==> src/design/ptrs_pkg.sv <==
`default_nettype none
package ptrs_pkg;

  localparam int MAX_TASKS_DEF = 16;
  localparam int TIME_BITS     = 32;
  localparam int IDENT_BITS    = 8;
  localparam int OFFSET_BITS   = 31;

  localparam logic [2:0] KIND_CLEAR  = 3'd0;
  localparam logic [2:0] KIND_LOAD   = 3'd1;
  localparam logic [2:0] KIND_HIT    = 3'd2;
  localparam logic [2:0] KIND_NEXT   = 3'd3;
  localparam logic [2:0] KIND_RETIRE = 3'd4;

  localparam logic [1:0] CLS_CONT = 2'd0;
  localparam logic [1:0] CLS_PER  = 2'd1;
  localparam logic [1:0] CLS_ONE  = 2'd2;
  localparam logic [1:0] CLS_NONE = 2'd3;

  typedef enum logic [3:0] {
    ST_IDLE,
    ST_CONT,
    ST_ONE,
    ST_PER,
    ST_DIV,
    ST_NEXT,
    ST_RETIRE,
    ST_HIT,
    ST_FINAL
  } state_t;

  typedef struct packed {
    logic load_item;
    logic idx_clr;
    logic idx_inc;
    logic hit_take;
    logic div_start;
    logic cand_imm;
    logic cand_div;
    logic keep_copy;
    logic final_out;
  } cmd_t;

  typedef struct packed {
    logic [2:0] kind;
    logic       at_end;
    logic       t_neg;
    logic       cont_hit;
    logic       one_hit;
    logic       per_elig;
    logic       p_zero;
    logic       d_zero;
    logic       next_imm;
    logic       next_div;
    logic       keep;
    logic       div_busy;
    logic       rem_zero;
    logic       pend_valid;
    logic       out_free;
  } sts_t;

endpackage
`default_nettype wire

==> src/design/periodic_task_release_scheduler_unit.sv <==
// Clear, load and ignored kinds go straight to the final result. Retire and next-time query
// walk the live entries (a next-time query at negative time skips the walk); a hit query
// walks them in passes for continuous, one-shot and periodic entries with a step for each
// hit, and every periodic entry that needs a remainder runs the bit-serial divider.
// One transaction at a time: in_stall stays high until the final result is registered, and
// the next is accepted in the cycle after that.
// Reset: synchronous, active high; empties the task table and drops any result.
`default_nettype none
module periodic_task_release_scheduler_unit #(
  parameter int MAX_TASKS = ptrs_pkg::MAX_TASKS_DEF
) (
  input  wire                                   clk,
  input  wire                                   rst,
  input  wire                                   in_valid,
  output logic                                  in_stall,
  input  wire  [2:0]                            kind,
  input  wire  signed [ptrs_pkg::TIME_BITS-1:0] query_time,
  input  wire  [ptrs_pkg::IDENT_BITS-1:0]       task_ident,
  input  wire  [1:0]                            task_class,
  input  wire  [ptrs_pkg::OFFSET_BITS-1:0]      task_offset,
  input  wire  [ptrs_pkg::OFFSET_BITS-1:0]      task_period,
  output logic                                  out_valid,
  input  wire                                   out_stall,
  output logic [ptrs_pkg::IDENT_BITS-1:0]       hit_ident,
  output logic                                  hit_valid,
  output logic [ptrs_pkg::TIME_BITS-1:0]        next_event_time,
  output logic                                  no_event,
  output logic                                  status_code,
  output logic                                  last_result
);
  import ptrs_pkg::*;

  cmd_t cmd;
  sts_t sts;

  ptrs_ctrl u_ctrl (
    .clk      (clk),
    .rst      (rst),
    .in_valid (in_valid),
    .kind     (kind),
    .in_stall (in_stall),
    .sts      (sts),
    .cmd      (cmd)
  );

  ptrs_dpath #(.MAX_TASKS(MAX_TASKS)) u_dpath (
    .clk             (clk),
    .rst             (rst),
    .kind            (kind),
    .query_time      (query_time),
    .task_ident      (task_ident),
    .task_class      (task_class),
    .task_offset     (task_offset),
    .task_period     (task_period),
    .out_stall       (out_stall),
    .out_valid       (out_valid),
    .hit_ident       (hit_ident),
    .hit_valid       (hit_valid),
    .next_event_time (next_event_time),
    .no_event        (no_event),
    .status_code     (status_code),
    .last_result     (last_result),
    .cmd             (cmd),
    .sts             (sts)
  );

endmodule
`default_nettype wire

==> src/design/ptrs_ctrl.sv <==
`default_nettype none
module ptrs_ctrl (
  input  wire              clk,
  input  wire              rst,
  input  wire              in_valid,
  input  wire  [2:0]       kind,
  output logic             in_stall,
  input  ptrs_pkg::sts_t   sts,
  output ptrs_pkg::cmd_t   cmd
);
  import ptrs_pkg::*;

  state_t state, state_next;
  state_t ret, ret_next;

  always_ff @(posedge clk) begin
    if (rst) begin
      state <= ST_IDLE;
      ret   <= ST_IDLE;
    end else begin
      state <= state_next;
      ret   <= ret_next;
    end
  end

  always_comb begin
    state_next = state;
    ret_next   = ret;
    unique case (state)
      ST_IDLE: begin
        if (in_valid) begin
          unique case (kind)
            KIND_HIT:    state_next = ST_CONT;
            KIND_NEXT:   state_next = ST_NEXT;
            KIND_RETIRE: state_next = ST_RETIRE;
            default:     state_next = ST_FINAL;
          endcase
        end
      end
      ST_CONT: begin
        if (sts.at_end) state_next = ST_ONE;
        else if (sts.cont_hit) begin
          state_next = ST_HIT;
          ret_next   = ST_CONT;
        end
      end
      ST_ONE: begin
        if (sts.at_end) state_next = ST_PER;
        else if (sts.one_hit) begin
          state_next = ST_HIT;
          ret_next   = ST_ONE;
        end
      end
      ST_PER: begin
        if (sts.at_end) state_next = ST_FINAL;
        else if (sts.per_elig) begin
          if (!sts.p_zero) state_next = ST_DIV;
          else if (sts.d_zero) begin
            state_next = ST_HIT;
            ret_next   = ST_PER;
          end
        end
      end
      ST_DIV: begin
        if (!sts.div_busy) begin
          if (sts.kind == KIND_HIT) begin
            if (sts.rem_zero) begin
              state_next = ST_HIT;
              ret_next   = ST_PER;
            end else begin
              state_next = ST_PER;
            end
          end else begin
            state_next = ST_NEXT;
          end
        end
      end
      ST_NEXT: begin
        if (sts.t_neg || sts.at_end) state_next = ST_FINAL;
        else if (sts.next_div) state_next = ST_DIV;
      end
      ST_RETIRE: begin
        if (sts.at_end) state_next = ST_FINAL;
      end
      ST_HIT: begin
        if (!sts.pend_valid || sts.out_free) state_next = ret;
      end
      ST_FINAL: begin
        if (sts.out_free) state_next = ST_IDLE;
      end
      default: state_next = ST_IDLE;
    endcase
  end

  always_comb begin
    cmd      = '0;
    in_stall = (state != ST_IDLE);
    unique case (state)
      ST_IDLE: begin
        cmd.load_item = in_valid;
        cmd.idx_clr   = in_valid;
      end
      ST_CONT: begin
        if (sts.at_end) cmd.idx_clr = 1'b1;
        else if (!sts.cont_hit) cmd.idx_inc = 1'b1;
      end
      ST_ONE: begin
        if (sts.at_end) cmd.idx_clr = 1'b1;
        else if (!sts.one_hit) cmd.idx_inc = 1'b1;
      end
      ST_PER: begin
        if (!sts.at_end) begin
          if (sts.per_elig && !sts.p_zero) cmd.div_start = 1'b1;
          else if (!(sts.per_elig && sts.d_zero)) cmd.idx_inc = 1'b1;
        end
      end
      ST_DIV: begin
        if (!sts.div_busy) begin
          if (sts.kind == KIND_HIT) begin
            cmd.idx_inc = !sts.rem_zero;
          end else begin
            cmd.cand_div = 1'b1;
            cmd.idx_inc  = 1'b1;
          end
        end
      end
      ST_NEXT: begin
        if (!(sts.t_neg || sts.at_end)) begin
          if (sts.next_div) cmd.div_start = 1'b1;
          else begin
            cmd.cand_imm = sts.next_imm;
            cmd.idx_inc  = 1'b1;
          end
        end
      end
      ST_RETIRE: begin
        if (!sts.at_end) begin
          cmd.keep_copy = sts.keep;
          cmd.idx_inc   = 1'b1;
        end
      end
      ST_HIT: begin
        if (!sts.pend_valid || sts.out_free) begin
          cmd.hit_take = 1'b1;
          cmd.idx_inc  = 1'b1;
        end
      end
      ST_FINAL: begin
        cmd.final_out = sts.out_free;
      end
      default: cmd = '0;
    endcase
  end

endmodule
`default_nettype wire

==> src/design/ptrs_dpath.sv <==
`default_nettype none
module ptrs_dpath #(
  parameter int MAX_TASKS = ptrs_pkg::MAX_TASKS_DEF
) (
  input  wire                                  clk,
  input  wire                                  rst,
  input  wire  [2:0]                           kind,
  input  wire  signed [ptrs_pkg::TIME_BITS-1:0] query_time,
  input  wire  [ptrs_pkg::IDENT_BITS-1:0]      task_ident,
  input  wire  [1:0]                           task_class,
  input  wire  [ptrs_pkg::OFFSET_BITS-1:0]     task_offset,
  input  wire  [ptrs_pkg::OFFSET_BITS-1:0]     task_period,
  input  wire                                  out_stall,
  output logic                                 out_valid,
  output logic [ptrs_pkg::IDENT_BITS-1:0]      hit_ident,
  output logic                                 hit_valid,
  output logic [ptrs_pkg::TIME_BITS-1:0]       next_event_time,
  output logic                                 no_event,
  output logic                                 status_code,
  output logic                                 last_result,
  input  ptrs_pkg::cmd_t                       cmd,
  output ptrs_pkg::sts_t                       sts
);
  import ptrs_pkg::*;

  localparam int IW = (MAX_TASKS > 1) ? $clog2(MAX_TASKS) : 1;
  localparam int CW = $clog2(MAX_TASKS + 1);
  localparam int DW = $clog2(TIME_BITS + 1);
  localparam logic [CW-1:0] FULL_COUNT = CW'(MAX_TASKS);

  logic [1:0]             entry_class  [MAX_TASKS];
  logic [IDENT_BITS-1:0]  entry_ident  [MAX_TASKS];
  logic [OFFSET_BITS-1:0] entry_offset [MAX_TASKS];
  logic [OFFSET_BITS-1:0] entry_period [MAX_TASKS];

  logic [CW-1:0] entry_count, idx, wptr;
  logic [2:0]             k;
  logic [TIME_BITS-1:0]   t;
  logic [IDENT_BITS-1:0]  l_ident;
  logic [1:0]             l_class;
  logic [OFFSET_BITS-1:0] l_offset, l_period;
  logic [IDENT_BITS-1:0]  pend_ident;
  logic                   pend_valid;
  logic                   found;
  logic [TIME_BITS-1:0]   best;
  logic [TIME_BITS-1:0]   dq, rem;
  logic [DW-1:0]          dcnt;

  logic [IW-1:0]          ri;
  logic [1:0]             c_class;
  logic [OFFSET_BITS-1:0] c_off, c_per;
  logic [TIME_BITS-1:0]   off_x, per_x, span, rsh, cand, cand_d;
  logic                   t_ge_off, t_eq_off, out_free, full;

  assign ri      = idx[IW-1:0];
  assign c_class = entry_class[ri];
  assign c_off   = entry_offset[ri];
  assign c_per   = entry_period[ri];
  assign off_x   = TIME_BITS'(c_off);
  assign per_x   = TIME_BITS'(c_per);
  assign t_ge_off = $signed(t) >= $signed(off_x);
  assign t_eq_off = (t == off_x);
  assign span     = t - off_x;
  assign rsh      = {rem[TIME_BITS-2:0], dq[TIME_BITS-1]};
  assign cand_d   = (rem == '0) ? t : (t + per_x - rem);
  assign cand     = cmd.cand_div ? cand_d : off_x;
  assign out_free = !out_valid || !out_stall;
  assign full     = (entry_count >= FULL_COUNT);

  always_comb begin
    sts            = '0;
    sts.kind       = k;
    sts.at_end     = (idx == entry_count);
    sts.t_neg      = t[TIME_BITS-1];
    sts.cont_hit   = (c_class == CLS_CONT);
    sts.one_hit    = (c_class == CLS_ONE) && t_eq_off;
    sts.per_elig   = (c_class == CLS_PER) && t_ge_off;
    sts.p_zero     = (c_per == '0);
    sts.d_zero     = (span == '0);
    sts.next_imm   = (c_class == CLS_ONE) || ((c_class == CLS_PER) && !t_ge_off)
                     || ((c_class == CLS_PER) && t_eq_off);
    sts.next_div   = (c_class == CLS_PER) && t_ge_off && !t_eq_off && (c_per != '0);
    sts.keep       = !((c_class == CLS_ONE) && t_ge_off);
    sts.div_busy   = (dcnt != '0);
    sts.rem_zero   = (rem == '0);
    sts.pend_valid = pend_valid;
    sts.out_free   = out_free;
  end

  always_ff @(posedge clk) begin
    if (cmd.load_item) begin
      k        <= kind;
      t        <= query_time;
      l_ident  <= task_ident;
      l_class  <= task_class;
      l_offset <= task_offset;
      l_period <= task_period;
    end
    if (cmd.keep_copy) begin
      entry_class[wptr[IW-1:0]]  <= c_class;
      entry_ident[wptr[IW-1:0]]  <= entry_ident[ri];
      entry_offset[wptr[IW-1:0]] <= c_off;
      entry_period[wptr[IW-1:0]] <= c_per;
    end else if (cmd.final_out && k == KIND_LOAD && l_class != CLS_NONE && !full) begin
      entry_class[entry_count[IW-1:0]]  <= l_class;
      entry_ident[entry_count[IW-1:0]]  <= l_ident;
      entry_offset[entry_count[IW-1:0]] <= l_offset;
      entry_period[entry_count[IW-1:0]] <= l_period;
    end
    if (cmd.div_start) begin
      dq  <= span;
      rem <= '0;
    end else if (dcnt != '0) begin
      dq  <= {dq[TIME_BITS-2:0], 1'b0};
      rem <= (rsh >= per_x) ? (rsh - per_x) : rsh;
    end
    if (cmd.cand_imm || cmd.cand_div) begin
      if (!found || cand < best) best <= cand;
    end
    if (cmd.hit_take) pend_ident <= entry_ident[ri];
    if (cmd.hit_take && pend_valid) begin
      hit_ident       <= pend_ident;
      hit_valid       <= 1'b1;
      next_event_time <= '0;
      no_event        <= 1'b0;
      status_code     <= 1'b0;
      last_result     <= 1'b0;
    end else if (cmd.final_out) begin
      hit_ident       <= (k == KIND_HIT && pend_valid) ? pend_ident : '0;
      hit_valid       <= (k == KIND_HIT) && pend_valid;
      next_event_time <= (k == KIND_NEXT && !t[TIME_BITS-1] && found) ? best : '0;
      no_event        <= (k == KIND_NEXT) && !t[TIME_BITS-1] && !found;
      status_code     <= (k == KIND_LOAD) && (l_class != CLS_NONE) && full;
      last_result     <= 1'b1;
    end
  end

  always_ff @(posedge clk) begin
    if (rst) begin
      entry_count <= '0;
      idx         <= '0;
      wptr        <= '0;
      pend_valid  <= 1'b0;
      found       <= 1'b0;
      dcnt        <= '0;
      out_valid   <= 1'b0;
    end else begin
      if (cmd.idx_clr) idx <= '0;
      else if (cmd.idx_inc) idx <= idx + 1'b1;
      if (cmd.load_item) wptr <= '0;
      else if (cmd.keep_copy) wptr <= wptr + 1'b1;
      if (cmd.load_item) pend_valid <= 1'b0;
      else if (cmd.hit_take) pend_valid <= 1'b1;
      if (cmd.load_item) found <= 1'b0;
      else if (cmd.cand_imm || cmd.cand_div) found <= 1'b1;
      if (cmd.div_start) dcnt <= DW'(TIME_BITS);
      else if (dcnt != '0) dcnt <= dcnt - 1'b1;
      if ((cmd.hit_take && pend_valid) || cmd.final_out) out_valid <= 1'b1;
      else if (!out_stall) out_valid <= 1'b0;
      if (cmd.final_out) begin
        unique case (k)
          KIND_CLEAR:  entry_count <= '0;
          KIND_LOAD:   if (l_class != CLS_NONE && !full) entry_count <= entry_count + 1'b1;
          KIND_RETIRE: entry_count <= wptr;
          default:     entry_count <= entry_count;
        endcase
      end
    end
  end

endmodule
`default_nettype wire

==> config.mk <==
export PLATFORM = sky130hd
export DESIGN_NAME = periodic_task_release_scheduler_unit
export DESIGN_NICKNAME = d
export VERILOG_FILES = /design/src/design/ptrs_pkg.sv /design/src/design/periodic_task_release_scheduler_unit.sv /design/src/design/ptrs_ctrl.sv /design/src/design/ptrs_dpath.sv
export SDC_FILE = /design/constraint.sdc
export NUM_CORES = 2
export LEC_CHECK = 0
export BUFFER_PORTS_ARGS = -buffer_cell sky130_fd_sc_hd__buf_2
export CAP_MARGIN = 25
export CORE_MARGIN = 2
export CORE_UTILIZATION = 45
export CTS_BUF_LIST = sky130_fd_sc_hd__clkbuf_4
export DETAILED_ROUTE_END_ITERATION = 6
export GPL_ROUTABILITY_DRIVEN = 0
export PLACE_DENSITY_LB_ADDON = 0.3
export SLEW_MARGIN = 20
export SYNTH_ARGS = -nofsm -noshare
export SYNTH_HDL_FRONTEND = slang
export SYNTH_SLANG_ARGS = --single-unit
==> constraint.sdc <==
create_clock -name clk -period 32.1 [get_ports clk]
set_input_delay 1.605 -clock clk [delete_from_list [all_inputs] [get_ports clk]]
set_output_delay 1.605 -clock clk [all_outputs]
set_load 0.005 [all_outputs]
==> impl_metrics.env <==
export IMPL_status="complete, no violations"
export IMPL_dr_first_iter_drc_count=3830
export IMPL_p_total_mw=5.30
export IMPL_ys_async_sr_fraction_pct=0
export IMPL_start_kind="flip-flop"
export IMPL_rows=137
export IMPL_synth_area_leader_cell="edfxtp_1"
export IMPL_worst_ir_drop_vdd_mv=0.0473
export IMPL_area_growth_pct=12.8
export IMPL_maxSlewHeadroom_pct=26.0
export IMPL_fin_area_mm2=0.0709
export IMPL_leakage_nw=24.4
export IMPL_synth_area_top_cells="edfxtp_1, mux4_2, dfxtp_1, ha_1, o21ai_0"
export IMPL_ys_seq_area_share_pct=67.2
export IMPL_cpPeakStageDelay_ns=0.80
export IMPL_synth_xor_area_share_pct=1.14
export IMPL_dr_pass1_iters=6
export IMPL_whs_ns=0.445
export IMPL_fin_crit_sh_pct=32.2
export IMPL_seqPwrFrac_pct=44.0
export IMPL_wl_per_cell_um=25.6
export IMPL_rsz0062_at_grt="false"
export IMPL_reg2reg_setup_slack_ns=21.76
export IMPL_instances_no_fill=6474
export IMPL_clock_skew_ns=0.129
export IMPL_hold_class="input port to flip-flop"
export IMPL_syn_area_per_cell_um2=16.4
export IMPL_crit_slowest_cell="buf_4"
export IMPL_htree_levels=5
export IMPL_grt_total_usage_pct=23.3
export IMPL_arrival_ns=11.28
export IMPL_hold_start="task_period[26]"
export IMPL_setup_slack_ns=21.76
export IMPL_clkPwrFrac_pct=28.6
export IMPL_timing_worst_setup_path_type="flip-flop to flip-flop"
export IMPL_crit_fanout=83
export IMPL_antenna_found_initial=4
export IMPL_path_delay_family="compound AO/OA/AOI/OAI gates"
export IMPL_fin_util_pct=51.0
export IMPL_route_vias_total=37600
export IMPL_period_needed_ns=10.34
export IMPL_synth_seq_cells=1441
export IMPL_yosys_warnings=0
export IMPL_cts_hold_buf=0
export IMPL_synth_mux_area_share_pct=13.0
export IMPL_portBuffers=156
export IMPL_synth_compound_area_share_pct=6.92
export IMPL_end_kind="flip-flop"
export IMPL_dp_slack_ns=21.28
export IMPL_hold_viol=0
export IMPL_min_to="u_dpath.l_period[26]"
export IMPL_fmax_mhz=96.7
export IMPL_syn_nets=4114
export IMPL_postSynthCellCount=3840
export IMPL_rr_endpoint="u_dpath.best[9]"
export IMPL_p_int_mw=3.59
export IMPL_maxCapViolCount=0
export IMPL_dpl_hpwl_um=101000
export IMPL_mostFrequentLayoutCells="edfxtp_1, clkbuf_4, mux4_2"
export IMPL_fin_tns_setup_ns=0
export IMPL_drc_errors=0
export IMPL_clockBufferDepth=4
export IMPL_cp_common_cell="o21ai_0"
export IMPL_synth_simple_gate_area_share_pct=5.45
export IMPL_core_mm2=0.139
export IMPL_path_clk_slew_ns=0.07
export IMPL_p_switching_mw=1.71
export IMPL_grt_max_degree=116
export IMPL_yosys_most_used_dff="edfxtp_1"
export IMPL_crit_buf_inv=6
export IMPL_die_w_um=378
export IMPL_post_cts_repair_setup_buffers=0
export IMPL_cts_resized=0
export IMPL_grt_pass1_wl_um=243000
export IMPL_overflow=0
export IMPL_power_density_mw_per_mm2=74.8
export IMPL_clk_insertion_delay_late_ns=1.33
export IMPL_whs_path_depth=1
export IMPL_cts_tree="done"
export IMPL_initial_utilization_pct=45.2
export IMPL_synth_distinct_cells=84
export IMPL_synth_top_family_by_area="multiplexers"
export IMPL_synth_top_area_share_pct=64.0
export IMPL_fin_nets=4608
export IMPL_io_pins=157
export IMPL_finalSetupViolations=0
export IMPL_avgViaCountPerCell=5.80
export IMPL_rr_worst_depth=34
export IMPL_dp_cells=5821
export IMPL_tightestPinTransition_ns=1.11
export IMPL_cts_root_buf="clkbuf_4"
export IMPL_p_comb_share_pct=27.5
export IMPL_drv_slew=0
export IMPL_netlist_area_mm2=0.0628
export IMPL_final_layout_size_suffix_gt1_share_pct=27.2
export IMPL_cp_required_ns=33.04
export IMPL_dpl_cell_area_mm2=0.0663
export IMPL_p_sw_share_pct=32.2
export IMPL_synthAdderAreaFrac_pct=3.64
export IMPL_final_common_cell="edfxtp_1"
export IMPL_grt_pass1_vias=37500
export IMPL_ant_nets=0
export IMPL_cts_sinks=1441
export IMPL_cts_buffers=379
export IMPL_dieArea_mm2=0.143
export IMPL_die_y_um=378
export IMPL_totalWireLength_um=166000
export IMPL_synth_edf_count=1339
-- cells in the mapped netlist, types with 44 or more instances --
cell type / number
a21o_1: 44
mux2i_1: 53
mux4_2: 311
o21ai_0: 169
dfxtp_1: 102
a21oi_1: 150
clkbuf_1: 113
ha_1: 130
a211oi_1: 49
nor2_1: 174
nand2_1: 211
edfxtp_1: 1339
inv_1: 210
nor3_1: 50
-- cells by family after synthesis --
group,Yosys count
AO/OA/AOI/OAI,663
XOR/XNOR,82
adder cells (fa/ha/maj),163
buffers and inverters,386
flip-flops,1441
multiplexers,405
AND/OR/NAND/NOR,700
-- registers in the layout (all words and copies together) (netlist names), 3 cells and up, named ones only --
register / cells
u_dpath.best: 32
u_dpath.wptr: 5
u_dpath.dq: 32
u_dpath.l_offset: 31
u_dpath.dcnt: 6
u_dpath.l_ident: 8
u_dpath.next_event_time: 32
u_dpath.rem: 32
u_dpath.t: 32
u_dpath.idx: 5
u_dpath.l_period: 31
u_ctrl.state: 4
u_dpath.pend_ident: 8
u_dpath.hit_ident: 8
u_dpath.k: 3
u_dpath.entry_count: 5
u_dpath.entry_offset: 496
u_dpath.entry_period: 496
u_dpath.entry_ident: 128
u_dpath.entry_class: 32
-- cell type report --
type                            count  area [um^2]
Fill cell                       11500        68100
Timing Repair Buffer              289         1820
Tap cell                         1876         2350
Multi-Input combinational cell   2013        19200
Clock inverter                     96          434
Antenna cell                        7         17.5
Clock buffer                      542         4070
Inverter                          210          791
Sequential cell                  1441        42300
-- worst max-delay path by stage --
stage	start	endpoint	slack (ns)	cells past startpoint
2_1_floorplan	flip-flop	u_dpath.entry_class[15][0]	20.95	24
3_3_place_gp	flip-flop	u_dpath.best[4]	21.31	34
3_5_place_dp	flip-flop	u_dpath.best[4]	21.28	34
4_1_cts	flip-flop	u_dpath.best[0]	21.23	34
5_1_grt	flip-flop	u_dpath.best[10]	21.03	34
6_report	flip-flop	u_dpath.best[9]	21.76	34
-- power by group through the flow --
stage	sequential (mW)	combinational (mW)	clock, mW
final	2.33	1.46	1.51
after global routing	2.34	1.62	1.65
after CTS	2.33	1.44	1.55
after detailed placement	2.37	1.43	0
after global placement	2.37	1.41	0
after floorplan	2.33	1.08	0
-- routing by layer --
| layer | up-vias | track usage, % | part of all wire (%) |
|---|---|---|---|
| li1 | 16500 | - | - |
| met3 | 263 | 5.14 | 7.9 |
| met5 | - | 0 | 0 |
| met2 | 1719 | 36.8 | 48 |
| met4 | 0 | 7.47 | 2.5 |
| met1 | 19100 | 32.2 | 42 |
Power figures use the tool's default switching activity.
